`src/hdl/ofps_pkg.sv`:
```
package ofps_pkg;

  localparam int MAX_COLS = 4096;
  localparam int MAX_ROWS = 4096;

  localparam int COL_W  = $clog2(MAX_COLS);
  localparam int ROW_W  = $clog2(MAX_ROWS);
  localparam int OUT_W  = 12;
  localparam int SIZE_W = 13;
  localparam int DIR_W  = 2;
  localparam int PIX_W  = 8;
  localparam int CFG_IDX_W  = 2;
  localparam int CFG_DATA_W = 13;

  localparam int IDX_W_A = (COL_W > ROW_W) ? COL_W : ROW_W;
  localparam int IDX_W   = (IDX_W_A > OUT_W) ? IDX_W_A : OUT_W;
  localparam int LIM_W   = (IDX_W + 1 > SIZE_W) ? IDX_W + 1 : SIZE_W;
  localparam int ENTRY_W = OUT_W + 1;

  localparam logic [PIX_W-1:0]  FG_VALUE     = 8'd255;
  localparam logic [SIZE_W-1:0] WIDTH_RESET  = 13'd2304;
  localparam logic [SIZE_W-1:0] HEIGHT_RESET = 13'd1536;

  typedef enum logic [DIR_W-1:0] {
    DIR_TOP    = 2'd0,
    DIR_RIGHT  = 2'd1,
    DIR_BOTTOM = 2'd2,
    DIR_LEFT   = 2'd3
  } dir_t;

  typedef enum logic [CFG_IDX_W-1:0] {
    REG_DIRECTION = 2'd0,
    REG_WIDTH     = 2'd1,
    REG_HEIGHT    = 2'd2
  } reg_idx_t;

  typedef struct packed {
    logic [IDX_W-1:0] col;
    logic [IDX_W-1:0] row;
    logic             last_col;
    logic             last_row;
  } pos_t;

endpackage

```
`src/hdl/ofps_raster_cnt.sv`:
```
module ofps_raster_cnt (
  input  logic                       clk,
  input  logic                       rst_n,
  input  logic                       advance,
  input  logic [ofps_pkg::SIZE_W-1:0] image_width,
  input  logic [ofps_pkg::SIZE_W-1:0] image_height,
  output ofps_pkg::pos_t             pos
);
  import ofps_pkg::*;

  logic [IDX_W-1:0] col_r, col_nxt;
  logic [IDX_W-1:0] row_r, row_nxt;
  logic [LIM_W-1:0] w_lim, h_lim, w_ext, h_ext;
  logic [LIM_W-1:0] col_inc, row_inc;

  assign w_ext = LIM_W'(image_width);
  assign h_ext = LIM_W'(image_height);

  always_comb begin
    if (w_ext == '0) begin
      w_lim = LIM_W'(1);
    end else if (w_ext > LIM_W'(MAX_COLS)) begin
      w_lim = LIM_W'(MAX_COLS);
    end else begin
      w_lim = w_ext;
    end
    if (h_ext == '0) begin
      h_lim = LIM_W'(1);
    end else if (h_ext > LIM_W'(MAX_ROWS)) begin
      h_lim = LIM_W'(MAX_ROWS);
    end else begin
      h_lim = h_ext;
    end
  end

  assign col_inc = LIM_W'(col_r) + LIM_W'(1);
  assign row_inc = LIM_W'(row_r) + LIM_W'(1);

  assign pos.col      = col_r;
  assign pos.row      = row_r;
  assign pos.last_col = (col_inc >= w_lim);
  assign pos.last_row = (row_inc >= h_lim);

  always_comb begin
    col_nxt = col_r;
    row_nxt = row_r;
    if (advance) begin
      if (pos.last_col) begin
        col_nxt = '0;
        row_nxt = pos.last_row ? '0 : row_inc[IDX_W-1:0];
      end else begin
        col_nxt = col_inc[IDX_W-1:0];
      end
    end
  end

  always_ff @(posedge clk) begin
    if (!rst_n) begin
      col_r <= '0;
      row_r <= '0;
    end else begin
      col_r <= col_nxt;
      row_r <= row_nxt;
    end
  end

endmodule

```
`config.mk`:
```
export PLATFORM = sky130hd
export DESIGN_NAME = ofps_raster_cnt
export DESIGN_NICKNAME = d
export VERILOG_FILES = /design/src/hdl/ofps_pkg.sv /design/src/hdl/ofps_raster_cnt.sv
export SDC_FILE = /design/constraint.sdc
export NUM_CORES = 1
export LEC_CHECK = 0
export ABC_AREA = 1
export BUFFER_PORTS_ARGS = -buffer_cell sky130_fd_sc_hd__buf_2
export CORE_UTILIZATION = 45
export DETAILED_ROUTE_END_ITERATION = 10
export PLACE_DENSITY = 0.77
export SYNTH_ARGS = -nofsm -noshare
export SYNTH_HDL_FRONTEND = slang
export SYNTH_SLANG_ARGS = --single-unit
```
`constraint.sdc`:
```
create_clock -name clk -period 2.85 [get_ports clk]
set_input_delay 0.285 -clock clk [delete_from_list [all_inputs] [get_ports clk]]
set_output_delay 0.285 -clock clk [all_outputs]
set_load 0.02 [all_outputs]
```
==> impl_summary.log, run 1 <==
[metrics] PnR Total Power: 0.9639 mW
[metrics] per-cell routed wire length: 11.32 um
[metrics] CTS HTree Levels: 1
[metrics] minimum setup slack after placement: 0.1213 ns
[metrics] die extent in y: 73.66 um
[metrics] time the final worst path needs with I/O delays and setup: 2.745 ns
[metrics] number of placement rows: 25
[metrics] Root Buffer: clkbuf_8
[metrics] CTS tree: built
[metrics] maximum clock frequency: 0.3642 GHz
[metrics] DRT antenna net count: 0
[metrics] transition time of the tightest slew-check pin: 0.3354 ns
[metrics] final cycle utilization of the critical path: 96.33%
[metrics] via count of the routed design: 2440
[metrics] Initial Utilization: 47.97%
[metrics] Avg Cell Area, Syn: 6.146 um^2
[metrics] global-route usage over all layers: 21.18%
[metrics] remaining design rule violation count: 0
[metrics] number of DRC markers in iteration 0: 197
[metrics] timing startpoint of the critical path: col_r[1]
[metrics] clock tree skew after final layout: 0.001095 ns
[metrics] critical path fanouts, max: 4
[metrics] die outline area: 5426 um^2
[metrics] Setup crit end kind: output pin
[metrics] clock latency at the later pin of the worst-skew pair: 0.27 ns
[metrics] overall die width: 73.66 um
[metrics] Reg-to-Reg Start: col_r[1]
[metrics] largest voltage drop on the vdd net: 240.6 uV
[metrics] first-pass GRT wire length: 9059 um
[metrics] CTS Hold Bufs: 0
[metrics] data arrival time at the worst-slack endpoint: 2.46 ns
[metrics] Setup violations, final: 0
[metrics] number of enable-type register cells in the synthesized netlist: 0
[metrics] Async SR Flop Fraction: 0%
[metrics] setup tns final: 0 ns
[metrics] CP Launch Type: register
[metrics] Inst Count DP: 494
[metrics] setup ws final: 0.1046 ns
[metrics] Max-Slew Margin vs Limit: 77.44%
[metrics] final hold slack: 0.3747 ns
[metrics] Final Util: 59.17%
[metrics] ratio of routed vias to standard cells: 4.890
[metrics] Hold Path Stages: 3
[metrics] syn_nets: 433
[metrics] Crit path required time: 2.57 ns
[metrics] Reg-to-Reg End: col_r[3]
[metrics] share of cells above drive strength 1: 23.84%
[metrics] number of warning messages in the yosys log: 0
[metrics] antenna fix cells: 0
[metrics] register area share after synthesis: 20.79%
[metrics] Critical Setup Path Class: register to output pin
[metrics] status: finished clean
[metrics] path type of the worst min-delay path: input pin to register
[metrics] Post-Synthesis Cells: 376
[metrics] first-pass iteration count of the detailed router: 5
[metrics] worst reg2reg path depth: 17
[metrics] number of distinct library cell variants in the gate-level netlist after synthesis: 26
[metrics] estimated wirelength of the detail-placed design: 4519 um
[metrics] maximum number of pins on one net before global-route repair: 25
[metrics] cts bufs inserted: 3
[metrics] Layout Area Growth over Synthesis: 23.34%
[metrics] vias in the first global route: 2147
[metrics] number of antenna violations at the first check in global routing: 0
[metrics] IO Count: 55
[metrics] Top FF cell, synth: dfxtp_1
[metrics] standard cell area after detailed placement: 2661 um^2
[metrics] Pleak: 1.606 nW
[metrics] number of max-capacitance violations reported: 0
[metrics] register bit total from synthesis: 24
[metrics] remaining global-route overflow: 0
[metrics] final routed wirelength across all metal layers: 5651 um
[metrics] Longest Clk Path Bufs: 2
[metrics] Net count, final: 490
[metrics] power per unit of standard cell area: 338.2 nW/um^2
[metrics] minimum setup slack among reg-to-reg paths: 0.25 ns
[metrics] IO buf count: 54
[metrics] standard cell core area: 4817 um^2
[metrics] RePlAce Congestion: 0.8733
[metrics] CTS sink cnt: 24
[metrics] clk slew on worst S/H paths: 0.09 ns
[metrics] area of all placed cells without fillers: 2850 um^2
[metrics] final hold violation count: 0
[metrics] cell area after technology mapping: 2311 um^2
[metrics] final count of pins violating max slew: 0
[metrics] Worst Setup EP: pos[1]
[metrics] Post-Layout Cell Count: 499
layout make-up:
cell class | count | area [um^2]
clock buffer | 4 | 55.05
fill | 482 | 1967
inverter | 51 | 191.4
multi-input combinational | 295 | 1713
sequential | 24 | 489.2
tap | 67 | 83.83
timing repair buffer | 58 | 317.8
routing by layer:
metal,part of all wire (%),vias to the layer above,track usage (%)
met4,0.65,0,5.128
met2,48,57,35.27
li1,-,1290,-
met1,46,1089,27.96
met5,0,-,0
met3,6.0,4,4.252
worst min-delay path by stage:
stage,start,to
floorplan,rst_n,row_r[0]
global route,rst_n,row_r[4]
finish,rst_n,row_r[4]
detailed placement,col_r[1],col_r[1]
global placement,col_r[1],col_r[1]
CTS,rst_n,row_r[4]
logic make-up (layout without fill, tap and decap cells):
| kind of cell | count (synthesis) | in the layout | synth area share (%) |
|---|---|---|---|
| simple gates | 224 | 224 | 41.31 |
| buf+inv | 57 | 113 | 9.962 |
| fa+ha+maj | 28 | 28 | 15.16 |
| compound gates | 26 | 26 | 6.010 |
| flops | 24 | 24 | 20.79 |
| xor+xnor | 17 | 17 | 6.768 |
layout by cell type (no fill, tap or decap):
cell type / n
buf_4: 5
nand3_2: 5
nand2_4: 1
o21bai_1: 2
inv_2: 1
xor2_1: 11
inv_1: 50
nor4_1: 6
buf_12: 1
nand2_1: 112
nand2_2: 8
nor2_4: 7
xnor2_2: 1
nor3_2: 1
buf_2: 52
clkbuf_8: 4
nand3_1: 16
nor2_1: 60
a21oi_1: 14
dfxtp_2: 7
ha_1: 24
o21ai_0: 9
nand4_1: 4
xor2_2: 2
or2_2: 1
ha_4: 3
xnor2_1: 3
ha_2: 1
a21oi_2: 1
nor2_2: 2
nor3_1: 1
dfxtp_1: 17
power by group:
part           internal, mW  switching [mW]
logic                 0.134           0.209
clock network         0.124           0.115
registers             0.357          0.0256
what timing repair did:
| item | in CTS | in global routing |
|---|---|---|
| gates resized for setup | 2 | 30 |
| pin swaps | 0 | 7 |
| buffers inserted | 0 | 1 |
| endpoints found under the setup margin | 1 | 26 |
worst max-delay path, stage by stage, from the launching register on:
cell and delay (ns):
dfxtp_2 0.39, ha_4 0.15, nand2_2 0.07, nor2_4 0.17, nand2_2 0.09, nor2_4 0.13
nand2_1 0.07, nor2_1 0.10, ha_1 0.26, nand2_2 0.12, inv_1 0.06, nand2_1 0.06
nand3_1 0.08, nor2_1 0.12, nand3_2 0.13, buf_4 0.18
synth_stat cells, drive strengths merged (4+ instances only):
library cell / count / area share [%]
a21oi: 15 / 3.4
buf: 4 / 1.4
dfxtp: 24 / 21
ha: 28 / 15
inv: 51 / 8.3
nand2: 121 / 20
nand3: 21 / 5.2
nand4: 4 / 1.1
nor2: 69 / 12
nor4: 6 / 1.6
o21ai: 9 / 1.9
xnor2: 4 / 1.5
xor2: 13 / 5.3
state kept, by name (all words and copies together) (netlist names):
name and count:
row_r 12, col_r 12
No activity file was read; power rests on OpenSTA's default activity.
==> inputs of run 2 (changes only) <==
Settings changed: SETUP_SLACK_MARGIN set to 0.2.
==> run 2 against run 1 <==
Utilization rose by 6.4 points. Non-clock buffer count grew 15. Sequential power barely moved. Final area increased by 11%. Clock-buffer cell count unchanged. Hold slack better by 0.0050 ns. Largest cell class unchanged. Highest routed layer unchanged.
==> impl_summary.log, run 2 (synthesized netlist as in run 1, its figures left out) <==
[metrics] CP Launch Type: register
[metrics] Max-Slew Margin vs Limit: 76.22% (-1.2 points)
[metrics] Longest Clk Path Bufs: 2 (unchanged)
[metrics] CP max-delay cell: dfxtp_2
[metrics] number of max-capacitance violations reported: 0 (unchanged)
[metrics] share of cells above drive strength 1: 33.56% (+9.7 points)
[metrics] ratio of routed vias to standard cells: 4.951 (+1.3%)
[metrics] clock tree skew after final layout: 0.001432 ns (+0.0003365 ns)
[metrics] minimum setup slack among reg-to-reg paths: 0.33 ns (+0.08 ns)
[metrics] CTS HTree Levels: 1 (unchanged)
[metrics] IO Count: 55 (unchanged)
[metrics] Setup crit end kind: output pin
[metrics] number of buffer and inverter instances along the worst setup path: 2 (unchanged)
[metrics] time the final worst path needs with I/O delays and setup: 2.626 ns (-0.1195 ns)
[metrics] cts bufs inserted: 3 (unchanged)
[metrics] Hold EP: row_r[0]
[metrics] number of antenna violations at the first check in global routing: 0 (unchanged)
[metrics] unrepaired setup endpoints after global routing: yes
[metrics] Reg-to-Reg End: row_r[5]
[metrics] transition time of the tightest slew-check pin: 0.3564 ns (+0.02101 ns)
[metrics] critical path fanouts, max: 3 (-1)
[metrics] wire length on met1: 2830 um (+9.5%)
[metrics] Critical Setup Path Class: register to output pin
[metrics] Initial Utilization: 47.97% (unchanged)
[metrics] clock latency at the later pin of the worst-skew pair: 0.27 ns (about the same)
[metrics] Inst Count DP: 494 (unchanged)
[metrics] per-cell routed wire length: 12.24 um (+8.0%)
[metrics] IO buf count: 54 (unchanged)
[metrics] setup tns final: 0 ns (unchanged)
[metrics] worst reg2reg path depth: 19 (+2)
[metrics] largest voltage drop on the vdd net: 236.3 uV (-1.8%)
[metrics] number of placement rows: 25 (unchanged)
[metrics] biggest regs: col_r: 12 flops, row_r: 12 flops
[metrics] cell family with most CP delay: simple AND/OR/NAND/NOR gates
[metrics] status: finished clean
[metrics] vias in the first global route: 2182 (+1.6%)
[metrics] most common cell type on the critical path: nand2_2
[metrics] overall die width: 73.66 um (unchanged)
[metrics] Net count, final: 505 (+3.1%)
[metrics] CTS Hold Bufs: 0 (unchanged)
[metrics] estimated wirelength of the detail-placed design: 4519 um (unchanged)
[metrics] list of cells traversed by the critical path: ha_4 > nand2_4 > nor2_4 > nand2_2 > nor2_4 > nand2_2 > nor2_2 > ha_4 > nand2_2 > inv_1 > nand2_1 > nand3_1 > nor2_1 > nand3_2 > buf_6
[metrics] remaining global-route overflow: 0 (unchanged)
[metrics] detailed-routed wire length on met3: 238 um (-29%)
[metrics] die extent in y: 73.66 um (unchanged)
[metrics] final hold violation count: 0 (unchanged)
[metrics] most frequent cells in the layout: 101 x nand2_1, 53 x nor2_1, 52 x buf_2, 48 x inv_1, 22 x ha_1
[metrics] Reg-to-Reg Start: col_r[1]
[metrics] most common cell after layout, fill and taps aside: nand2_1
[metrics] maximum cell stage delay along the critical path: 0.37 ns (-0.02 ns)
[metrics] maximum clock frequency: 0.3808 GHz (+4.6%)
[metrics] uppermost layer routed: met4
[metrics] first-pass iteration count of the detailed router: 4 (-1)
[metrics] via count of the routed design: 2545 (+4.3%)
[metrics] die outline area: 5426 um^2 (unchanged)
[metrics] remaining design rule violation count: 0 (unchanged)
[metrics] final count of pins violating max slew: 0 (unchanged)
[metrics] DRT antenna net count: 0 (unchanged)
[metrics] antenna fix cells: 0 (unchanged)
[metrics] Worst Min Path Start: rst_n
[metrics] standard cell core area: 4817 um^2 (unchanged)
[metrics] Setup violations, final: 0 (unchanged)
[metrics] final cycle utilization of the critical path: 92.14% (-4.2 points)
[metrics] CTS tree: built
[metrics] maximum number of pins on one net before global-route repair: 25 (unchanged)
[metrics] final routed wirelength across all metal layers: 6289 um (+11%)
[metrics] clk slew on worst S/H paths: 0.09 ns (about the same)
[metrics] Hold Path Stages: 3 (unchanged)
[metrics] Crit path required time: 2.57 ns (about the same)
[metrics] global-route usage over all layers: 21.70% (+0.52 points)
[metrics] CTS sink cnt: 24 (unchanged)
[metrics] number of DRC markers in iteration 0: 164 (-17%)
[metrics] Pleak: 1.744 nW (+8.6%)
[metrics] Layout Area Growth over Synthesis: 36.60%
[metrics] final hold slack: 0.3796 ns (+0.004959 ns)
[metrics] data arrival time at the worst-slack endpoint: 2.34 ns (-0.12 ns)
[metrics] PnR Total Power: 1.017 mW (+5.5%)
[metrics] first-pass GRT wire length: 9280 um (+2.4%)
[metrics] Final Util: 65.53% (+6.4 points)
[metrics] path type of the worst min-delay path: input pin to register
[metrics] power per unit of standard cell area: 322.2 nW/um^2 (-4.7%)
[metrics] Root Buffer: clkbuf_8
[metrics] Post-Layout Cell Count: 514 (+3.0%)
[metrics] RePlAce Congestion: 0.8733 (unchanged)
[metrics] length of routed met2 wiring: 3185 um (+18%)
## run 2: worst max-delay path by stage
stage	from	to	cells after the start
floorplan	col_r[0]	row_r[10]	19
global placement	col_r[1]	col_r[0]	16
detailed placement	col_r[1]	col_r[3]	16
CTS	col_r[0]	pos[1]	16
global route	col_r[1]	pos[1]	16
finish	col_r[1]	pos[1]	15
## run 2: worst min-delay path: stages
cell	delay (ns)
buf_2	0.20
nand2_1	0.10
nor2_1	0.03
## run 2: metrics by stage
step / instance area [um^2] / setup WS, ns
2_1_floorplan: 2311 / 0.2225
3_3_place_gp: 2661 / 0.1856
3_5_place_dp: 2661 / 0.1213
4_1_cts: 2848 / 0.1278
5_1_grt: 3157 / 0.1166
6_report: 3157 / 0.2241
## run 2: repair_timing
action | CTS | global route
gates cloned | 0 | 0
pin swaps | 5 | 30
buffers inserted | 7 | 9
endpoints found under the setup margin | 25 | 26
resized for setup | 20 | 62
hold endpoints to repair | 0 | 0
## run 2: final cells by class
cell class | instances | area [um^2]
Tap cell | 67 | 83.83
Clock buffer | 4 | 55.05
Inverter | 51 | 193.9
Fill cell | 441 | 1660
Sequential cell | 24 | 501.7
Multi-Input combinational cell | 295 | 1869
Timing Repair Buffer | 73 | 452.9
## run 2: per-layer routing
layer | vias up | track usage [%]
met5 | - | 0
met4 | 0 | 5.128
met3 | 4 | 3.978
met2 | 59 | 36.60
met1 | 1161 | 28.57
li1 | 1321 | -
## run 2: power breakdown
part	switching [mW]	internal, mW
sequential	0.0283	0.357
clock	0.117	0.124
combinational	0.231	0.160
==> inputs of run 3 (changes only) <==
Settings changed: CELL_PAD_IN_SITES_DETAIL_PLACEMENT set to 0, CELL_PAD_IN_SITES_GLOBAL_PLACEMENT set to 1, CORE_UTILIZATION 45 to 37, PLACE_DENSITY 0.77 to 0.89.
==> run 3 against run 2 <==
Sequential power barely moved. Total power fell by 5.3%. Combinational power fell by 3%. Routed wire length fell by 5.7%. Hold slack improved by 0.0081 ns. Critical path depth rose by 1. Global-route usage fell by 3.3 points. Via count fell by 3.7%. Largest cell class unchanged. Largest power group is now registers. Register-to-register slack improved by 0.05 ns. Clock power fell by 18%. Final area fell by 1.8%. Utilization fell by 13 points.
==> impl_summary.log, run 3 (synthesized netlist as in run 1, its figures left out) <==
[metrics] status: finished clean
[metrics] standard cell area after detailed placement: 2679 um^2 (+0.66%)
[metrics] clock latency at the later pin of the worst-skew pair: 0.27 ns (about the same)
[metrics] RePlAce Congestion: 0.8481 (-2.9%)
[metrics] first-pass iteration count of the detailed router: 4 (unchanged)
[metrics] data arrival time at the worst-slack endpoint: 2.32 ns (-0.02 ns)
[metrics] die outline area: 6566 um^2 (+21%)
[metrics] CTS HTree Levels: 1 (unchanged)
[metrics] maximum clock frequency: 0.3833 GHz (+0.65%)
[metrics] antenna fix cells: 0 (unchanged)
[metrics] Max-Slew Margin vs Limit: 76.48% (+0.27 points)
[metrics] remaining design rule violation count: 0 (unchanged)
[metrics] flip-flop and latch area: 494.2 um^2 (-1.5%)
[metrics] Layout Area Growth over Synthesis: 34.16%
[metrics] Setup violations, final: 0 (unchanged)
[metrics] global-route usage over all layers: 18.42% (-3.3 points)
[metrics] DRT antenna net count: 0 (unchanged)
[metrics] per-cell routed wire length: 11.51 um (-5.9%)
[metrics] number of DRC markers in iteration 0: 161 (-1.8%)
[metrics] Initial Utilization: 38.80% (-9.2 points)
[metrics] number of antenna violations at the first check in global routing: 0 (unchanged)
[metrics] ratio of routed vias to standard cells: 4.759 (-3.9%)
[metrics] unrepaired setup endpoints after global routing: yes
[metrics] Hold Path Stages: 3 (unchanged)
[metrics] Net count, final: 499 (-1.2%)
[metrics] most common cell after layout, fill and taps aside: nand2_1
[metrics] transition time of the tightest slew-check pin: 0.3523 ns (-0.004030 ns)
[metrics] clk slew on worst S/H paths: 0.08 ns (about the same)
[metrics] Hold EP: row_r[5]
[metrics] final cycle utilization of the critical path: 91.54% (-0.60 points)
[metrics] share of cells above drive strength 1: 32.05% (-1.5 points)
[metrics] CTS sink cnt: 24 (unchanged)
[metrics] standard cell core area: 5956 um^2 (+24%)
[metrics] Worst Min Path Start: rst_n
[metrics] vias in the first global route: 2138 (-2.0%)
[metrics] area occupied by multi-input gates: 1879 um^2 (+0.54%)
[metrics] largest voltage drop on the vdd net: 197.2 uV (-17%)
[metrics] setup tns final: 0 ns (unchanged)
[metrics] Reg-to-Reg Start: row_r[1]
[metrics] path type of the worst min-delay path: input pin to register
[metrics] critical path fanouts, max: 3 (unchanged)
[metrics] via count of the routed design: 2451 (-3.7%)
[metrics] first-pass GRT wire length: 9515 um (+2.5%)
[metrics] Longest Clk Path Bufs: 2 (unchanged)
[metrics] filler instances: 596 (+35%)
[metrics] IO buf count: 54 (unchanged)
[metrics] Root Buffer: clkbuf_8
[metrics] Crit path required time: 2.57 ns (about the same)
[metrics] most frequent cells in the layout: 103 x nand2_1, 52 x nor2_1, 52 x buf_2, 48 x inv_1, 23 x ha_1
[metrics] time the final worst path needs with I/O delays and setup: 2.609 ns (-0.01708 ns)
[metrics] die extent in y: 81.03 um (+10%)
[metrics] cts bufs inserted: 3 (unchanged)
[metrics] estimated wirelength of the detail-placed design: 4526 um (+0.15%)
[metrics] power per unit of standard cell area: 310.8 nW/um^2 (-3.5%)
[metrics] worst reg2reg path depth: 18 (-1)
[metrics] number of placement rows: 28 (+12%)
[metrics] minimum setup slack among reg-to-reg paths: 0.38 ns (+0.05 ns)
[metrics] maximum number of pins on one net before global-route repair: 25 (unchanged)
[metrics] CP Launch Type: register
[metrics] Reg-to-Reg End: row_r[5]
[metrics] final count of pins violating max slew: 0 (unchanged)
[metrics] biggest regs: col_r: 12 flops, row_r: 12 flops
[metrics] Setup crit end kind: output pin
[metrics] clock tree skew after final layout: 0.006016 ns (+0.004584 ns)
[metrics] overall die width: 81.03 um (+10%)
[metrics] number of max-capacitance violations reported: 0 (unchanged)
[metrics] final routed wirelength across all metal layers: 5928 um (-5.7%)
[metrics] area of all placed cells without fillers: 3100 um^2 (-1.8%)
[metrics] final hold violation count: 0 (unchanged)
[metrics] Pleak: 1.714 nW (-1.7%)
[metrics] remaining global-route overflow: 0 (unchanged)
[metrics] IO Count: 55 (unchanged)
[metrics] Critical Setup Path Class: register to output pin
[metrics] CTS tree: built
-- run 3: cell count changes in the layout (fill, tap and decap cells not counted), sizes merged --
cell    before  now
buf         73   67
clkbuf       4    3
-- run 3: repair_timing --
item | 4_1_cts | 5_1_grt
gates resized for setup | 32 | 45
setup buffers | 4 | 5
hold buffers | 0 | 0
setup endpoints to repair | 25 | 25
pin swaps | 12 | 30
-- run 3: final cells by class --
type | instances | share of cell area (%)
sequential | 24 | 15.94
timing repair buffer | 67 | 12.91
clock buffer | 3 | 1.332
tap | 75 | 3.027
inverter | 51 | 6.174
multi-input combinational | 295 | 60.61
-- run 3: worst max-delay path by stage --
stage	from	to	slack, ns	cells after the start
after detailed placement	col_r[1]	col_r[0]	0.07	17
after CTS	row_r[2]	pos[0]	0.19	12
after global placement	col_r[1]	col_r[6]	0.11	17
after global routing	col_r[6]	pos[1]	0.07	13
after floorplan	col_r[0]	row_r[10]	0.22	19
final	col_r[1]	pos[1]	0.24	16
-- run 3: routing by layer --
metal / up-vias / global-route usage, % / share of wire, % / routed length, um
met5: - / 0 / 0 / 0
met3: 4 / 2.135 / 2.8 / 166
li1: 1310 / - / - / -
met1: 1102 / 25.45 / 49 / 2927
met2: 35 / 30.17 / 47 / 2785
met4: 0 / 4.643 / 0.81 / 48
-- run 3: power breakdown --
part,leakage (nW),switching [mW],internal [mW]
clock network,0.0216,0.104,0.0945
registers,0.201,0.0272,0.357
logic,1.49,0.225,0.156
-- run 3: per-stage QoR --
stage	total power, mW	setup slack, ns	utilization, %	hold slack [ns]	instances
final	0.9637	0.2412	52.06	0.3877	515
after global routing	1.037	0.06794	52.06	0.3887	515
after CTS	0.9328	0.1926	48.36	0.3811	510
after detailed placement	0.7100	0.06618	44.98	0.5107	503
after global placement	0.7060	0.1101	44.98	0.5135	503
after floorplan	0.6081	0.2225	-	0.4054	376
-- run 3: worst max-delay path: stages (launching register included) --
cell	delay, ns
dfxtp_2	0.36
ha_4	0.16
nand2_4	0.06
nor2_4	0.12
nand2_2	0.09
nor2_4	0.10
nand2_2	0.07
nand2_1	0.08
inv_2	0.05
ha_4	0.26
nand2_1	0.07
nor2_2	0.14
nand2_2	0.09
nor2_4	0.14
nor2_4	0.05
nand3_4	0.09
buf_6	0.13
